## config.mk

```make
export PLATFORM = sky130hd
export DESIGN_NAME = matrix_keypad_debounce_repeat
export DESIGN_NICKNAME = d
export VERILOG_FILES = /design/src/hdl/mkdr_pkg.sv /design/src/hdl/matrix_keypad_debounce_repeat.sv /design/src/hdl/mkdr_front.sv /design/src/hdl/mkdr_queue.sv /design/src/hdl/mkdr_back.sv
export SDC_FILE = /design/constraint.sdc
export NUM_CORES = 1
export LEC_CHECK = 0
export ABC_AREA = 1
export BUFFER_PORTS_ARGS = -buffer_cell sky130_fd_sc_hd__clkbuf_2
export CORE_ASPECT_RATIO = 1.2
export CORE_MARGIN = 5
export CORE_UTILIZATION = 35
export CTS_BUF_LIST = sky130_fd_sc_hd__clkbuf_2
export DETAILED_ROUTE_END_ITERATION = 7
export GPL_ROUTABILITY_DRIVEN = 0
export PLACE_DENSITY = 0.59
export SYNTH_ARGS = -nofsm -noshare
export SYNTH_HDL_FRONTEND = slang
export SYNTH_SLANG_ARGS = --single-unit
```

## constraint.sdc

```tcl
create_clock -name clk -period 4.4 [get_ports clk]
set_clock_uncertainty 0.05 [all_clocks]
set_input_delay 0.88 -clock clk [delete_from_list [all_inputs] [get_ports clk]]
set_output_delay 0.88 -clock clk [all_outputs]
set_load 0.01 [all_outputs]
```

## src/hdl/mkdr_pkg.sv

```systemverilog
package mkdr_pkg;

	// register map (word index = paddr[3:2])
	localparam int PADDR_W = 4;
	localparam logic [1:0] REG_DEBOUNCE = 2'd0;
	localparam logic [1:0] REG_HOLD     = 2'd1;
	localparam logic [1:0] REG_REPEAT   = 2'd2;

	localparam logic [15:0] DEBOUNCE_RESET = 16'd50;
	localparam logic [15:0] HOLD_RESET     = 16'd1000;
	localparam logic [15:0] REPEAT_RESET   = 16'd200;

	// scan-to-state queue
	localparam int QUEUE_DEPTH = 2;
	localparam int QUEUE_AW    = $clog2(QUEUE_DEPTH);
	localparam int QUEUE_CW    = $clog2(QUEUE_DEPTH + 1);

	// key index 0..15, bit 4 set means no key
	localparam logic [4:0] KEY_NONE = 5'd16;

	typedef struct packed {
		logic [3:0]  cols_all_rows_low;
		logic [15:0] cols_per_row;
		logic [31:0] now_ms;
	} poll_word_t;

	typedef struct packed {
		logic       key_valid;
		logic [7:0] key_code;
	} report_word_t;

	// decoded poll as it sits in the queue
	typedef struct packed {
		logic [4:0]  key;
		logic [31:0] now_ms;
	} scan_t;

	typedef struct packed {
		logic full;
		logic empty;
	} queue_stat_t;

	typedef struct packed {
		logic [15:0] debounce_time_ms;
		logic [15:0] hold_time_ms;
		logic [15:0] repeat_time_ms;
	} cfg_t;

	typedef enum logic [5:0] {
		MODE_UP       = 6'b000001,
		MODE_DEBOUNCE = 6'b000010,
		MODE_PRESSED  = 6'b000100,
		MODE_DOWN     = 6'b001000,
		MODE_HELD     = 6'b010000,
		MODE_RELEASED = 6'b100000
	} mode_t;

	// keypad legend, row-major: 1 2 3 A / 4 5 6 B / 7 8 9 C / * 0 # D
	function automatic logic [7:0] key_ascii(input logic [3:0] idx);
		logic [7:0] code;
		case (idx)
			4'd0:    code = 8'h31;
			4'd1:    code = 8'h32;
			4'd2:    code = 8'h33;
			4'd3:    code = 8'h41;
			4'd4:    code = 8'h34;
			4'd5:    code = 8'h35;
			4'd6:    code = 8'h36;
			4'd7:    code = 8'h42;
			4'd8:    code = 8'h37;
			4'd9:    code = 8'h38;
			4'd10:   code = 8'h39;
			4'd11:   code = 8'h43;
			4'd12:   code = 8'h2A;
			4'd13:   code = 8'h30;
			4'd14:   code = 8'h23;
			4'd15:   code = 8'h44;
			default: code = 8'h00;
		endcase
		return code;
	endfunction

endpackage

```

## src/hdl/matrix_keypad_debounce_repeat.sv

```systemverilog
// 4x4 matrix keypad decoder with debounce and auto-repeat. Each poll word
// carries one keypad snapshot and the millisecond time it was taken; every
// poll yields exactly one report word, in order, with key_valid set when a
// key is reported (ASCII in key_code, else key_code is zero). One poll is
// taken per clock while poll_stall is low; a report is registered after
// its poll leaves the queue. The front end decodes the key combinationally
// into a two-word queue; the back end steps the debounce state machine once
// per popped word and holds its result in an output register, so a stalled
// report side backs up only after the queue fills. Timing registers sit on
// an APB port at byte offsets 0 (debounce), 4 (hold) and 8 (repeat); write
// them only while no poll is in flight.
module matrix_keypad_debounce_repeat (
	input  logic                                clk,
	input  logic                                arst_n,
	// poll side
	input  logic                                poll_valid,
	output logic                                poll_stall,
	input  mkdr_pkg::poll_word_t                poll,
	// report side
	output logic                                report_valid,
	input  logic                                report_stall,
	output mkdr_pkg::report_word_t              report,
	// register port
	input  logic                                psel,
	input  logic                                penable,
	input  logic                                pwrite,
	input  logic [mkdr_pkg::PADDR_W-1:0]        paddr,
	input  logic [31:0]                         pwdata,
	output logic [31:0]                         prdata,
	output logic                                pready
);

	mkdr_pkg::cfg_t        cfg_q;
	mkdr_pkg::queue_stat_t q_stat;
	mkdr_pkg::scan_t       push_data;
	mkdr_pkg::scan_t       pop_data;
	logic                  push;
	logic                  pop;
	logic                  reg_wr;
	logic [1:0]            reg_idx;

	// ---- register file ----
	assign pready  = 1'b1;
	assign reg_idx = paddr[3:2];
	assign reg_wr  = psel && penable && pwrite;

	always_ff @(posedge clk or negedge arst_n) begin
		if (!arst_n) begin
			cfg_q.debounce_time_ms <= mkdr_pkg::DEBOUNCE_RESET;
			cfg_q.hold_time_ms     <= mkdr_pkg::HOLD_RESET;
			cfg_q.repeat_time_ms   <= mkdr_pkg::REPEAT_RESET;
		end else if (reg_wr) begin
			case (reg_idx)
				mkdr_pkg::REG_DEBOUNCE: cfg_q.debounce_time_ms <= pwdata[15:0];
				mkdr_pkg::REG_HOLD:     cfg_q.hold_time_ms     <= pwdata[15:0];
				mkdr_pkg::REG_REPEAT:   cfg_q.repeat_time_ms   <= pwdata[15:0];
				default: ;  // unmapped word: ignored
			endcase
		end
	end

	always_comb begin
		case (reg_idx)
			mkdr_pkg::REG_DEBOUNCE: prdata = {16'd0, cfg_q.debounce_time_ms};
			mkdr_pkg::REG_HOLD:     prdata = {16'd0, cfg_q.hold_time_ms};
			mkdr_pkg::REG_REPEAT:   prdata = {16'd0, cfg_q.repeat_time_ms};
			default:                prdata = 32'd0;
		endcase
	end

	// ---- front: scan decode ----
	mkdr_front u_front (
		.poll_valid (poll_valid),
		.poll_stall (poll_stall),
		.poll       (poll),
		.q_stat     (q_stat),
		.push       (push),
		.push_data  (push_data)
	);

	// ---- decoupling queue ----
	mkdr_queue u_queue (
		.clk       (clk),
		.arst_n    (arst_n),
		.push      (push),
		.push_data (push_data),
		.pop       (pop),
		.pop_data  (pop_data),
		.q_stat    (q_stat)
	);

	// ---- back: debounce / repeat state machine ----
	mkdr_back u_back (
		.clk          (clk),
		.arst_n       (arst_n),
		.cfg          (cfg_q),
		.q_stat       (q_stat),
		.pop_data     (pop_data),
		.pop          (pop),
		.report_valid (report_valid),
		.report_stall (report_stall),
		.report       (report)
	);

	// ---- checks ----
	// back end never pops an empty queue
	a_pop_nonempty: assert property (@(posedge clk) disable iff (!arst_n)
		pop |-> !q_stat.empty)
		else $error("pop from empty queue");

	// a full queue refuses polls
	a_full_stalls: assert property (@(posedge clk) disable iff (!arst_n)
		q_stat.full |-> !push)
		else $error("push into full queue");

	// a report without a key carries code zero
	a_code_zero: assert property (@(posedge clk) disable iff (!arst_n)
		(report_valid && !report.key_valid) |-> (report.key_code == 8'h00))
		else $error("key_code set without key_valid");

	// a reported key always carries a legend code
	a_code_set: assert property (@(posedge clk) disable iff (!arst_n)
		(report_valid && report.key_valid) |-> (report.key_code != 8'h00))
		else $error("key reported with empty code");

endmodule

```

## src/hdl/mkdr_front.sv

```systemverilog
module mkdr_front (
	input  logic                 poll_valid,
	output logic                 poll_stall,
	input  mkdr_pkg::poll_word_t poll,
	input  mkdr_pkg::queue_stat_t q_stat,
	output logic                 push,
	output mkdr_pkg::scan_t      push_data
);

	logic       col_found;
	logic [1:0] col_idx;
	logic       row_found;
	logic [1:0] row_idx;

	// column: highest low bit with all rows grounded
	always_comb begin
		col_found = 1'b0;
		col_idx   = 2'd0;
		for (int c = 0; c < 4; c++) begin
			if (!poll.cols_all_rows_low[c]) begin
				col_found = 1'b1;
				col_idx   = 2'(c);
			end
		end
	end

	// row: first row whose nibble shows a low column
	always_comb begin
		row_found = 1'b0;
		row_idx   = 2'd0;
		for (int r = 3; r >= 0; r--) begin
			if (poll.cols_per_row[4*r +: 4] != 4'hF) begin
				row_found = 1'b1;
				row_idx   = 2'(r);
			end
		end
	end

	assign push_data.key    = (col_found && row_found) ? {1'b0, row_idx, col_idx}
	                                                   : mkdr_pkg::KEY_NONE;
	assign push_data.now_ms = poll.now_ms;
	assign poll_stall       = q_stat.full;
	assign push             = poll_valid && !q_stat.full;

endmodule

```

## src/hdl/mkdr_queue.sv

```systemverilog
module mkdr_queue (
	input  logic                  clk,
	input  logic                  arst_n,
	input  logic                  push,
	input  mkdr_pkg::scan_t       push_data,
	input  logic                  pop,
	output mkdr_pkg::scan_t       pop_data,
	output mkdr_pkg::queue_stat_t q_stat
);

	mkdr_pkg::scan_t                    ent_q [mkdr_pkg::QUEUE_DEPTH];
	logic [mkdr_pkg::QUEUE_AW-1:0]      wr_ptr_q;
	logic [mkdr_pkg::QUEUE_AW-1:0]      rd_ptr_q;
	logic [mkdr_pkg::QUEUE_CW-1:0]      count_q;

	function automatic logic [mkdr_pkg::QUEUE_AW-1:0] ptr_inc(
		input logic [mkdr_pkg::QUEUE_AW-1:0] p);
		logic [mkdr_pkg::QUEUE_AW-1:0] n;
		if (p == mkdr_pkg::QUEUE_AW'(mkdr_pkg::QUEUE_DEPTH - 1))
			n = '0;
		else
			n = p + 1'b1;
		return n;
	endfunction

	assign q_stat.full  = (count_q == mkdr_pkg::QUEUE_CW'(mkdr_pkg::QUEUE_DEPTH));
	assign q_stat.empty = (count_q == '0);
	assign pop_data     = ent_q[rd_ptr_q];

	always_ff @(posedge clk) begin
		if (push) begin
			ent_q[wr_ptr_q] <= push_data;
		end
	end

	always_ff @(posedge clk or negedge arst_n) begin
		if (!arst_n) begin
			wr_ptr_q <= '0;
			rd_ptr_q <= '0;
			count_q  <= '0;
		end else begin
			if (push) begin
				wr_ptr_q <= ptr_inc(wr_ptr_q);
			end
			if (pop) begin
				rd_ptr_q <= ptr_inc(rd_ptr_q);
			end
			if (push && !pop) begin
				count_q <= count_q + 1'b1;
			end else if (pop && !push) begin
				count_q <= count_q - 1'b1;
			end
		end
	end

endmodule

```

## src/hdl/mkdr_back.sv

```systemverilog
module mkdr_back (
	input  logic                   clk,
	input  logic                   arst_n,
	input  mkdr_pkg::cfg_t         cfg,
	input  mkdr_pkg::queue_stat_t  q_stat,
	input  mkdr_pkg::scan_t        pop_data,
	output logic                   pop,
	output logic                   report_valid,
	input  logic                   report_stall,
	output mkdr_pkg::report_word_t report
);

	mkdr_pkg::mode_t        mode_q, mode_d;
	logic [4:0]             sensed_q, sensed_d;
	logic [31:0]            stamp_q, stamp_d;
	logic                   fire;
	logic [31:0]            age;
	logic                   key_none;
	logic                   key_same;
	logic                   report_valid_q;
	mkdr_pkg::report_word_t report_q;
	mkdr_pkg::report_word_t report_d;

	assign pop      = !q_stat.empty && (!report_valid_q || !report_stall);
	assign age      = pop_data.now_ms - stamp_q;   // wraps mod 2^32
	assign key_none = (pop_data.key == mkdr_pkg::KEY_NONE);
	assign key_same = (pop_data.key == sensed_q);

	always_comb begin
		mode_d   = mode_q;
		sensed_d = sensed_q;
		stamp_d  = stamp_q;
		fire     = 1'b0;
		case (mode_q)
			mkdr_pkg::MODE_UP: begin
				if (!key_none) begin
					sensed_d = pop_data.key;
					stamp_d  = pop_data.now_ms;
					mode_d   = mkdr_pkg::MODE_DEBOUNCE;
				end else begin
					sensed_d = mkdr_pkg::KEY_NONE;
				end
			end
			mkdr_pkg::MODE_DEBOUNCE: begin
				if (key_none) begin
					mode_d   = mkdr_pkg::MODE_UP;
					sensed_d = mkdr_pkg::KEY_NONE;
				end else if (key_same) begin
					if (age > {16'd0, cfg.debounce_time_ms}) begin
						mode_d  = mkdr_pkg::MODE_PRESSED;
						stamp_d = pop_data.now_ms;
						fire    = 1'b1;
					end
				end else begin
					stamp_d  = pop_data.now_ms;
					sensed_d = pop_data.key;
				end
			end
			mkdr_pkg::MODE_PRESSED: begin
				if (key_none)
					mode_d = mkdr_pkg::MODE_RELEASED;
				else if (key_same)
					mode_d = mkdr_pkg::MODE_DOWN;
				else
					mode_d = mkdr_pkg::MODE_DEBOUNCE;
				stamp_d = pop_data.now_ms;
			end
			mkdr_pkg::MODE_DOWN: begin
				if (key_same) begin
					if (age > {16'd0, cfg.hold_time_ms}) begin
						mode_d  = mkdr_pkg::MODE_HELD;
						stamp_d = pop_data.now_ms;
					end
				end else begin
					mode_d  = mkdr_pkg::MODE_RELEASED;
					stamp_d = pop_data.now_ms;
				end
			end
			mkdr_pkg::MODE_HELD: begin
				if (!key_same) begin
					mode_d  = mkdr_pkg::MODE_RELEASED;
					stamp_d = pop_data.now_ms;
					fire    = 1'b1;
				end else if (age > {16'd0, cfg.repeat_time_ms}) begin
					stamp_d = pop_data.now_ms;
					fire    = 1'b1;
				end
			end
			mkdr_pkg::MODE_RELEASED: begin
				if (key_none) begin
					mode_d = mkdr_pkg::MODE_UP;
				end else begin
					mode_d   = mkdr_pkg::MODE_DEBOUNCE;
					sensed_d = pop_data.key;
					stamp_d  = pop_data.now_ms;
				end
			end
			default: begin
				mode_d   = mkdr_pkg::MODE_UP;
				sensed_d = mkdr_pkg::KEY_NONE;
				stamp_d  = '0;
			end
		endcase
	end

	always_comb begin
		if (fire && !sensed_d[4]) begin
			report_d.key_valid = 1'b1;
			report_d.key_code  = mkdr_pkg::key_ascii(sensed_d[3:0]);
		end else begin
			report_d.key_valid = 1'b0;
			report_d.key_code  = 8'h00;
		end
	end

	always_ff @(posedge clk or negedge arst_n) begin
		if (!arst_n) begin
			mode_q         <= mkdr_pkg::MODE_UP;
			sensed_q       <= mkdr_pkg::KEY_NONE;
			stamp_q        <= '0;
			report_valid_q <= 1'b0;
		end else begin
			if (pop) begin
				mode_q   <= mode_d;
				sensed_q <= sensed_d;
				stamp_q  <= stamp_d;
			end
			if (pop)
				report_valid_q <= 1'b1;
			else if (!report_stall)
				report_valid_q <= 1'b0;
		end
	end

	always_ff @(posedge clk) begin
		if (pop) begin
			report_q <= report_d;
		end
	end

	assign report_valid = report_valid_q;
	assign report       = report_q;

endmodule
```

==> results of run 1 <==
[power by group through the flow]
stage	registers, mW	logic (mW)	clock network [mW]
6_report	2.43	8.57	0.989
5_1_grt	2.48	9.82	1.10
4_1_cts	2.43	8.14	1.04
3_5_place_dp	2.47	7.82	0
3_3_place_gp	2.46	7.65	0
2_1_floorplan	2.44	5.49	0
[metal layers]
metal  vias up  track usage  wire (microns)
li1       5346            -               -
met1      4796        0.195           13300
met2       144        0.288           15100
met3        40       0.0333             883
met4         0       0.0569             674
met5         -            0               0
[per-stage QoR]
step / cells / worst slack [ns] / cell area (sq um) / TNS [ns] / hold WS, ns
final: 2221 / 0.242 / 14100 / 0 / 0.152
after global routing: 2221 / -0.0366 / 14100 / -0.458 / 0.0226
after CTS: 2212 / 0.00180 / 13700 / 0 / 0.0153
after detailed placement: 2177 / -0.136 / 13200 / -3.60 / 0.408
after global placement: 2177 / -0.0607 / 13200 / -2.49 / 0.405
after floorplan: 1629 / 0.739 / 12000 / 0 / 0.392
[what timing repair did]
action | CTS | global route
buffers inserted | 1 | 1
endpoints found under the setup margin | 46 | 46
hold endpoints to repair | 15 | 11
resized for setup | 28 | 62
gates cloned | 1 | 1
pin swaps | 2 | 7
hold buffers | 1 | 6
[synth_stat cells (3+ instances only)]
| cell type | count |
|---|---|
| nand2_1 | 492 |
| inv_1 | 301 |
| nor2_1 | 125 |
| o21ai_0 | 105 |
| ha_1 | 87 |
| dfrtp_1 | 82 |
| edfxtp_1 | 82 |
| nand4_1 | 49 |
| nand3_1 | 41 |
| a21oi_1 | 40 |
| or2_2 | 30 |
| clkbuf_1 | 25 |
| buf_4 | 18 |
| xor2_1 | 17 |
| o221ai_1 | 15 |
| dfstp_2 | 14 |
| nor3_1 | 12 |
| inv_2 | 8 |
| buf_2 | 6 |
| o211ai_1 | 5 |
| o21ai_1 | 5 |
| xnor2_1 | 5 |
| nand2_2 | 4 |
| a211oi_1 | 3 |
| buf_6 | 3 |
| clkinv_1 | 3 |
| nor2_2 | 3 |
| o21bai_1 | 3 |
[sequential cells by signal, summed over array words and instances, names as in the netlist]
name                 cells
u_queue.count_q          2
u_queue.rd_ptr_q         1
u_back.sensed_q          5
u_back.report            8
u_back.mode_q            6
u_back.stamp_q          32
u_queue.ent_q           74
u_back.report_valid      1
u_queue.wr_ptr_q         1
cfg_q                   48
[path summary, 6_finish.rpt]
check                                                  to  slack [ns]  cells past startpoint
min in group asynchronous    u_back.mode_q[1]$_DFFE_PN0P_        0.58                      2
max reg2reg                u_back.stamp_q[26]$_DFFE_PN0P_        0.24                     26
min                        u_queue.ent_q[0][31]$_DFFE_PP_        0.15                      1
min reg2reg                u_back.stamp_q[22]$_DFFE_PN0P_        0.46                      2
max                        u_back.stamp_q[26]$_DFFE_PN0P_        0.24                     26
max in group asynchronous  u_back.stamp_q[25]$_DFFE_PN0P_        2.72                      3
[logic make-up (layout without fill, tap and decap cells)]
logic type / count (synthesis) / in the layout
flops: 178 / 178
compound gates: 189 / 189
other cells: 2 / 19
mux: 2 / 2
buf+inv: 366 / 501
fa+ha+maj: 88 / 88
simple gates: 766 / 766
xor+xnor: 22 / 22
[cell type report]
| class | instances | area [sq um] | share of cell area |
|---|---|---|---|
| tap | 456 | 571 | 0.0406 |
| timing repair buffer | 157 | 1060 | 0.0751 |
| clock buffer | 17 | 85.1 | 0.00605 |
| inverter | 312 | 1170 | 0.0833 |
| antenna | 1 | 2.50 | 0.000178 |
| sequential | 178 | 4880 | 0.347 |
| clock inverter | 15 | 204 | 0.0145 |
| multi-input combinational | 1085 | 6100 | 0.433 |
==> flow_metrics.py, run 1 <==
metrics = {
    "yosys": {
        "syn_area_per_cell_sq_um": 7.41,
        "synth_xor_area_frac": 0.0161,
        "syn_area_sq_um": 12000,
        "yosys.area_share.simple": 0.268,
        "yosys_warnings": 0,
        "synth_top_family_by_area": "simple AND/OR/NAND/NOR gates",
        "synth_top_flop_cell": "edfxtp_1",
        "synth_top_area_frac": 0.206,
        "synth_cell_types": 47,
        "synth-async-reset-ratio": 0.539,
        "synth_area_leaders": "edfxtp_1 (21%), dfrtp_1 (17%), nand2_1 (15%)",
        "ys_ff_latch": 178,
        "synth_seq_area_share": 0.408,
        "syn_inst": 1613,
        "synth.largest_area_cell": "edfxtp_1",
        "synth_fa_ha_area_frac": 0.0927,
        "synth_enable_flop_cells": 82,
        "synth_compound_area_frac": 0.0892,
        "synthMuxAreaShare": 0.00167,
    },
    "pwr": {
        "power_mw": 12.0,
        "pwr-share-seq": 0.203,
        "power_frac_clock": 0.082,
        "ir_worst_vdd_mv": 0.321,
        "p_int_mw": 6.00,
        "p_sw_frac": 0.499,
        "p_leak_nw": 7.21,
        "p_switching_mw": 5.99,
        "power_density_nw_per_um2": 853,
        "pwr-share-comb": 0.715,
    },
    "finish": {
        "final_core_util": 0.415,
        "final_cell_mix": "nand2_1 (478), inv_1 (298), nor2_1 (118), clkbuf_2 (118), o21ai_0 (90)",
        "fillers": 3558,
        "final_nets": 1934,
        "final_common_cell": "nand2_1",
        "drive_gt1_frac": 0.178,
        "syn2layout_area_growth_pct": 17.6,
    },
    "setup_path": {
        "cp_max_fo": 37,
        "endpoint_kind": "flop",
        "cp_top_family": "simple AND/OR/NAND/NOR gates",
        "path_class": "flop to flop",
        "slowest_stage": "dfrtp_1",
        "slowest_delay_ns": 0.43,
        "critical_path.startpoint": "u_queue.rd_ptr_q$_DFFE_PN0P_",
        "worstPathArrival_ns": 4.89,
        "r2r-start": "u_queue.rd_ptr_q$_DFFE_PN0P_",
        "start_kind": "flop",
        "crit_buf_inv": 8,
        "cp.required_ns": 5.13,
    },
    "min_path": {
        "min-delay-start": "poll[31]",
        "hold_class": "input port to flop",
    },
    "sta": {
        "setup_viol": 0,
        "fin_crit_ns": 4.16,
        "slew_violations": 0,
        "post-route-period-util": 0.945,
        "hold_viol_final": 0,
        "worstMarginPinSlew_ns": 1.12,
        "slew_headroom": 0.251,
        "timing.fmax_ghz": 0.241,
    },
    "flow_run": {
        "cap_viol_max_count": 0,
    },
    "global_route": {
        "grt_overflow": 0,
        "grt_pass1_vias": 10121,
        "grt_pass1_wl_microns": 49100,
        "grt_max_degree": 71,
        "antenna_found_initial": 1,
        "track_usage": 0.162,
    },
    "placed_design": {
        "portBuffers": 102,
        "dp.final_hpwl_microns": 22500,
    },
    "die": {
        "die_w_microns": 179,
        "fp.dieH_microns": 213,
        "die_area_sq_um": 38000,
        "rows": 74,
        "core_sq_um": 33900,
        "ios": 139,
        "start_util": 0.353,
    },
    "route": {
        "first_pass_iters": 5,
        "wl_microns": 29900,
        "via_per_inst": 4.65,
        "drcViolationCount": 0,
        "drt_iter0_drc": 487,
        "detail-route-antenna-nets": 0,
        "wl_per_cell_microns": 13.5,
        "vias": 10326,
    },
    "clock_tree": {
        "cts_root_buffer": "clkbuf_2",
        "cts.sinks": 178,
        "clk_path_buf_depth": 2,
        "cts_made_buffers": 17,
        "insertion_delay_ns": 0.87,
        "htreeDepth": 4,
        "clkTransAtPathRegs_ns": 0.24,
        "cts_tree": "done",
    },
    "run_status": {
        "status": "finished, final reports clean",
    },
}
Power figures use the tool's default switching activity.
==> inputs of run 2 (changes only) <==
Settings changed: PLACE_DENSITY 0.59 to unset, PLACE_DENSITY_LB_ADDON set to 0.05, RECOVER_POWER set to 100.
==> run 2 against run 1 <==
Compared with the run above:
- the run now ends with max-capacitance violations, max-slew violations left
- largest power group unchanged
- register-to-register slack is essentially flat
- sequential share of layout area decreased by 1.9 points
- highest routed layer unchanged
- count of clock-buffer cells in the layout is 1 higher
- non-clock buffer count increased by 85
- cell area grew 5.9%
- flip-flop and latch count unchanged
- sequential power barely moved
- total power is 8.2% higher
- die area did not move
- cell count increased by 3.9%
==> flow_metrics.py, run 2 (same netlist as run 1, synthesis figures left out) <==
metrics = {
    "run_status": {
        "status": "finished, violations left",
        "violations": "max-capacitance violations, max-slew violations",
    },
    "die": {
        "fp.dieH_microns": 213,
        "die_w_microns": 179,
        "core_sq_um": 33900,
        "die_area_sq_um": 38000,
        "start_util": 0.353,
        "ios": 139,
        "rows": 74,
    },
    "sta": {
        "worstMarginPinSlew_ns": 2.54,
        "slew_violations": 143,
        "fin_crit_ns": 4.17,
        "rsz0062_at_grt": "true",
        "holdWs_ns": 0.137,
        "slew_headroom": -0.694,
        "hold_viol_final": 0,
        "post-route-period-util": 0.947,
        "timing.fmax_ghz": 0.240,
        "setup_viol": 0,
    },
    "pwr": {
        "p_leak_nw": 7.50,
        "ir_worst_vdd_mv": 0.285,
        "pwr-share-seq": 0.188,
        "p_int_mw": 6.59,
        "power_frac_clock": 0.071,
        "pwr-share-comb": 0.741,
        "power_mw": 13.0,
        "p_sw_frac": 0.492,
        "power_density_nw_per_um2": 871,
        "p_switching_mw": 6.38,
    },
    "clock_tree": {
        "htreeDepth": 4,
        "clk_path_buf_depth": 2,
        "cts.sinks": 178,
        "cts_root_buffer": "clkbuf_2",
        "clkTransAtPathRegs_ns": 0.32,
        "cts_made_buffers": 17,
        "cts_tree": "done",
        "insertion_delay_ns": 0.92,
    },
    "placed_design": {
        "portBuffers": 102,
        "dp_cells": 2234,
        "dp.final_hpwl_microns": 25400,
    },
    "route": {
        "detail-route-antenna-nets": 0,
        "wl_microns": 32500,
        "wl_per_cell_microns": 14.1,
        "via_per_inst": 4.56,
        "first_pass_iters": 5,
        "vias": 10515,
        "drcViolationCount": 0,
        "drt_iter0_drc": 566,
    },
    "global_route": {
        "track_usage": 0.176,
        "grt_pass1_vias": 10453,
        "antenna_found_initial": 2,
        "grt_max_degree": 97,
        "grt_overflow": 0,
        "grt_pass1_wl_microns": 52700,
    },
    "flow_run": {
        "cap_viol_max_count": 3,
    },
    "setup_path": {
        "endpoint_kind": "flop",
        "worstPathArrival_ns": 4.92,
        "start_kind": "flop",
        "path_class": "flop to flop",
        "cp_max_fo": 17,
        "cp.required_ns": 5.15,
    },
    "finish": {
        "layout.cells.non_filler": 2307,
        "top_regs": "u_queue.ent_q (74), cfg_q (48), u_back.stamp_q (32)",
        "final_nets": 2019,
        "drive_gt1_frac": 0.197,
        "largest_reg_flops": 74,
        "final_core_util": 0.440,
        "syn2layout_area_growth_pct": 24.5,
        "largest-register": "u_queue.ent_q",
        "final_cell_mix": "nand2_1 (464), inv_1 (290), nor2_1 (115), buf_4 (91), o21ai_0 (90)",
        "final_common_cell": "nand2_1",
    },
    "min_path": {
        "hold_class": "input port to flop",
    },
}
## run 2: cell count changes in the layout (fill, tap and decap cells not counted), moves of 6 or more
cell / before / now
nor2_2: 4 / 10
nand2_1: 478 / 464
clkbuf_1: 0 / 48
inv_1: 298 / 290
buf_4: 41 / 91
inv_2: 11 / 19
nand2_2: 18 / 29
dlygate4sd3_1: 7 / 28
clkbuf_2: 118 / 76
## run 2: stage by stage
| step | area (sq um) | TNS, ns | setup WS [ns] |
|---|---|---|---|
| final | 14900 | 0 | 0.233 |
| after global routing | 14900 | -0.845 | -0.0493 |
| after CTS | 14200 | 0 | 0.00691 |
| after detailed placement | 13700 | -0.874 | -0.0765 |
| after global placement | 13700 | -0.117 | -0.0198 |
| after floorplan | 12000 | 0 | 0.739 |
## run 2: final timing paths
path | startpoint | end | slack (ns) | cells past startpoint
hold reg to reg | u_back.stamp_q[7]$_DFFE_PN0P_ | u_back.stamp_q[7]$_DFFE_PN0P_ | 0.45 | 2
setup / recovery | u_queue.rd_ptr_q$_DFFE_PN0P_ | u_back.stamp_q[31]$_DFFE_PN0P_ | 0.23 | 25
max in group asynchronous | arst_n | u_back.stamp_q[29]$_DFFE_PN0P_ | 1.49 | 3
min in group asynchronous | arst_n | cfg_q[45]$_DFFE_PN0P_ | 1.32 | 3
setup reg to reg | u_queue.rd_ptr_q$_DFFE_PN0P_ | u_back.stamp_q[31]$_DFFE_PN0P_ | 0.23 | 25
hold / removal | pwdata[13] | cfg_q[45]$_DFFE_PN0P_ | 0.14 | 3
## run 2: area by class of cell
cell class	instances	area, sq um
fill	3603	19000
multi-input combinational	1085	6270
sequential	178	4880
timing repair buffer	242	1750
inverter	312	1170
tap	456	571
clock inverter	14	151
clock buffer	18	90.1
antenna	2	5.00
## run 2: power groups by stage
stage | Combinational (mW) | Sequential [mW] | Clock [mW]
4_1_cts | 8.65 | 2.43 | 0.971
5_1_grt | 11.0 | 2.49 | 1.03
3_5_place_dp | 8.53 | 2.46 | 0
2_1_floorplan | 5.49 | 2.44 | 0
6_report | 9.62 | 2.44 | 0.917
3_3_place_gp | 8.45 | 2.46 | 0
## run 2: worst max-delay path, stage by stage (launching register included)
cell,delay (ns)
dfrtp_1,0.48
inv_2,0.09
buf_6,0.14
or2_2,0.30
o21ai_4,0.08
inv_2,0.06
ha_4,0.29
nand2_2,0.08
nor2_2,0.17
buf_4,0.14
nand3_1,0.07
nand3b_1,0.13
xor2_1,0.22
buf_4,0.16
ha_1,0.24
a21oi_2,0.16
o21a_1,0.14
o2111ai_2,0.12
a21oi_2,0.20
nand3_2,0.14
nand2_2,0.09
inv_2,0.06
buf_4,0.14
buf_12,0.14
nand4_1,0.10
nand2_1,0.06
## run 2: routing by layer
layer	part of all wire	GRT usage	up-vias	wire, microns
met4	0.026	0.0588	0	833
li1	-	-	5511	-
met1	0.44	0.214	4782	14200
met5	0	0	-	0
met2	0.51	0.313	176	16500
met3	0.032	0.0324	46	1040
## run 2: timing repair
action | 4_1_cts | 5_1_grt
cloned | 0 | 4
buffers inserted | 0 | 8
pin swaps | 0 | 18
endpoints found under the setup margin | 40 | 46
resized for setup | 9 | 146
endpoints found under the hold margin | 134 | 0
hold buffers | 28 | 0
==> inputs of run 3 (changes only) <==
Settings changed: ABC_AREA 1 to 0.
==> run 3 against run 2 <==
Compared with the run above:
- the run ends with max-capacitance violations, max-slew violations, negative setup slack left
- cell count is 24% lower
- non-clock buffer count decreased by 7
- sequential share of layout area up 2.1 points
- largest power group unchanged
- count of clock-buffer cells in the layout up 1
- die area decreased by 5.0%
==> flow_metrics.py, run 3 <==
metrics = {
    "yosys": {
        "synth.largest_area_cell": "edfxtp_1",
        "syn_area_sq_um": 11300,
        "synth-async-reset-ratio": 0.539,
        "synth_area_leaders": "edfxtp_1 (22%), dfrtp_1 (18%), ha_1 (9.6%)",
        "synth_seq_area_share": 0.431,
        "synth_cell_types": 78,
        "syn_area_per_cell_sq_um": 10.2,
        "ys_ff_latch": 178,
        "synth_top_flop_cell": "edfxtp_1",
        "synth_most_common_cell": "nand2_1",
        "syn_inst": 1115,
        "synth_top_area_frac": 0.217,
        "yosys_warnings": 0,
        "synth_enable_flop_cells": 82,
        "synth_common_cells": "nand2_1 (107), inv_1 (90), o21ai_0 (88)",
    },
    "die": {
        "ios": 139,
        "rows": 72,
        "die_w_microns": 174,
        "fp.dieH_microns": 207,
        "core_sq_um": 32100,
        "die_area_sq_um": 36100,
        "start_util": 0.353,
    },
    "sta": {
        "worstMarginPinSlew_ns": 3.34,
        "slew_violations": 141,
        "timing.final.ws_setup_ns": -0.459,
        "fin_crit_ns": 4.86,
        "rsz0062_at_grt": "true",
        "hold_viol_final": 0,
        "timing.setup.tns_ns": -17.37,
        "slew_headroom": -1.23,
        "setup_viol": 46,
        "post-route-period-util": 1.10,
        "timing.fmax_ghz": 0.206,
    },
    "setup_path": {
        "path_class": "flop to flop",
        "endpoint_kind": "flop",
        "worstPathArrival_ns": 5.51,
        "start_kind": "flop",
        "cp_max_fo": 8,
        "cp.required_ns": 5.05,
        "reg2regPathDepth": 19,
    },
    "clock_tree": {
        "htreeDepth": 4,
        "insertion_delay_ns": 0.82,
        "cts.sinks": 178,
        "cts_root_buffer": "clkbuf_2",
        "cts_made_buffers": 17,
        "clkTransAtPathRegs_ns": 0.28,
        "clk_path_buf_depth": 2,
        "cts_tree": "done",
    },
    "pwr": {
        "p_leak_nw": 5.89,
        "power_mw": 12.4,
        "ir_worst_vdd_mv": 0.287,
        "power_density_nw_per_um2": 886,
    },
    "finish": {
        "drive_gt1_frac": 0.276,
        "final_nets": 1509,
        "fillers": 3228,
        "design_area_sq_um": 14000,
        "largest-register": "u_queue.ent_q",
        "final_common_cell": "buf_4",
        "layout.cells.non_filler": 1749,
        "syn2layout_area_growth_pct": 23.6,
        "top_regs": "u_queue.ent_q (74), cfg_q (48), u_back.stamp_q (32)",
        "final_cell_mix": "buf_4 (113), nand2_1 (104), inv_1 (89), o21ai_0 (82), edfxtp_1 (82)",
        "largest_reg_flops": 74,
    },
    "flow_run": {
        "cap_viol_max_count": 4,
    },
    "global_route": {
        "grt_pass1_vias": 9030,
        "grt_overflow": 0,
        "track_usage": 0.162,
        "antenna_found_initial": 2,
        "grt_max_degree": 56,
        "grt_pass1_wl_microns": 47200,
    },
    "placed_design": {
        "place_area_sq_um": 13200,
        "portBuffers": 102,
        "dp_cells": 1704,
        "dp.final_hpwl_microns": 22100,
    },
    "min_path": {
        "hold_class": "input port to flop",
        "whs_path_depth": 1,
    },
    "route": {
        "via_per_inst": 5.05,
        "vias": 8839,
        "drt_iter0_drc": 409,
        "detail-route-antenna-nets": 0,
        "wl_microns": 29500,
        "drcViolationCount": 0,
        "wl_per_cell_microns": 16.9,
        "first_pass_iters": 4,
    },
    "run_status": {
        "status": "finished, violations left",
        "violations": "max-capacitance violations, max-slew violations, negative setup slack",
    },
}
-- run 3: layout make-up --
type	instances	area (sq um)	area share
multi-input cells	804	6500	0.465
flip-flops and latches	178	4880	0.349
repair buffers	235	1530	0.109
well taps	407	509	0.0364
inverters	90	338	0.0241
clock inverters	13	134	0.00957
clock buffers	19	95.1	0.00680
diodes	3	7.51	0.000536
-- run 3: where the power goes --
group	switching, mW	internal (mW)
logic	4.70	4.34
registers	0.230	2.26
clock network	0.602	0.266
total	5.53	6.87
-- run 3: routing by layer --
metal | vias to the layer above | track usage | wire length [microns]
met4 | 0 | 0.0339 | 239
met2 | 104 | 0.302 | 15700
met1 | 4294 | 0.196 | 13000
li1 | 4427 | - | -
met3 | 14 | 0.0253 | 624
met5 | - | 0 | 0
-- run 3: kinds of logic after synthesis --
family                   share of synthesized area
other                                     0.000663
adder cells (fa/ha/maj)                     0.0979
AO/OA/AOI/OAI                                0.160
multiplexers                                 0.111
XOR/XNOR                                    0.0232
buffers and inverters                       0.0562
AND/OR/NAND/NOR                              0.120
flip-flops                                   0.431
-- run 3: worst paths after layout --
kind | startpoint | slack [ns] | end
worst max-delay path | u_queue.rd_ptr_q$_DFFE_PN0P_ | -0.46 | u_back.stamp_q[2]$_DFFE_PN0P_
worst min-delay path | poll[19] | 0.18 | u_queue.ent_q[1][19]$_DFFE_PP_
worst max register to register | u_queue.rd_ptr_q$_DFFE_PN0P_ | -0.46 | u_back.stamp_q[2]$_DFFE_PN0P_
worst min register to register | u_back.sensed_q[4]$_DFFE_PN1P_ | 0.45 | u_back.sensed_q[4]$_DFFE_PN1P_
max in group asynchronous | arst_n | 0.59 | u_queue.rd_ptr_q$_DFFE_PN0P_
min in group asynchronous | arst_n | 1.64 | cfg_q[5]$_DFFE_PN0P_
-- run 3: per-stage QoR --
step                      hold WS [ns]  setup slack (ns)  utilization
after global placement           0.417            -0.463        0.412
after CTS                       0.0800            -0.521        0.426
after global routing            0.0632            -0.622        0.436
after floorplan                  0.403            -0.139            -
final                            0.179            -0.459        0.436
after detailed placement         0.422            -0.594        0.412
-- run 3: worst max-delay path: stages, from the launching register on --
cell     delay (ns)
dfrtp_2        0.55
buf_12         0.17
mux2_4         0.33
ha_1           0.34
a21oi_2        0.16
nand2_1        0.08
o21ai_2        0.24
nand2_4        0.14
a31oi_4        0.25
xnor2_4        0.17
ha_4           0.31
nand4_1        0.10
or2_4          0.25
or4_4          0.53
a21oi_4        0.16
a21o_1         0.15
a41oi_4        0.17
buf_6          0.16
buf_12         0.14
mux2_1         0.31
-- run 3: what timing repair did --
| action | 4_1_cts | 5_1_grt |
|---|---|---|
| hold endpoints to repair | 11 | 0 |
| pin swaps | 7 | 40 |
| hold buffers | 1 | 0 |
| setup endpoints to repair | 46 | 46 |
| gates resized for setup | 26 | 70 |
| cloned | 1 | 1 |
| setup buffers | 9 | 5 |
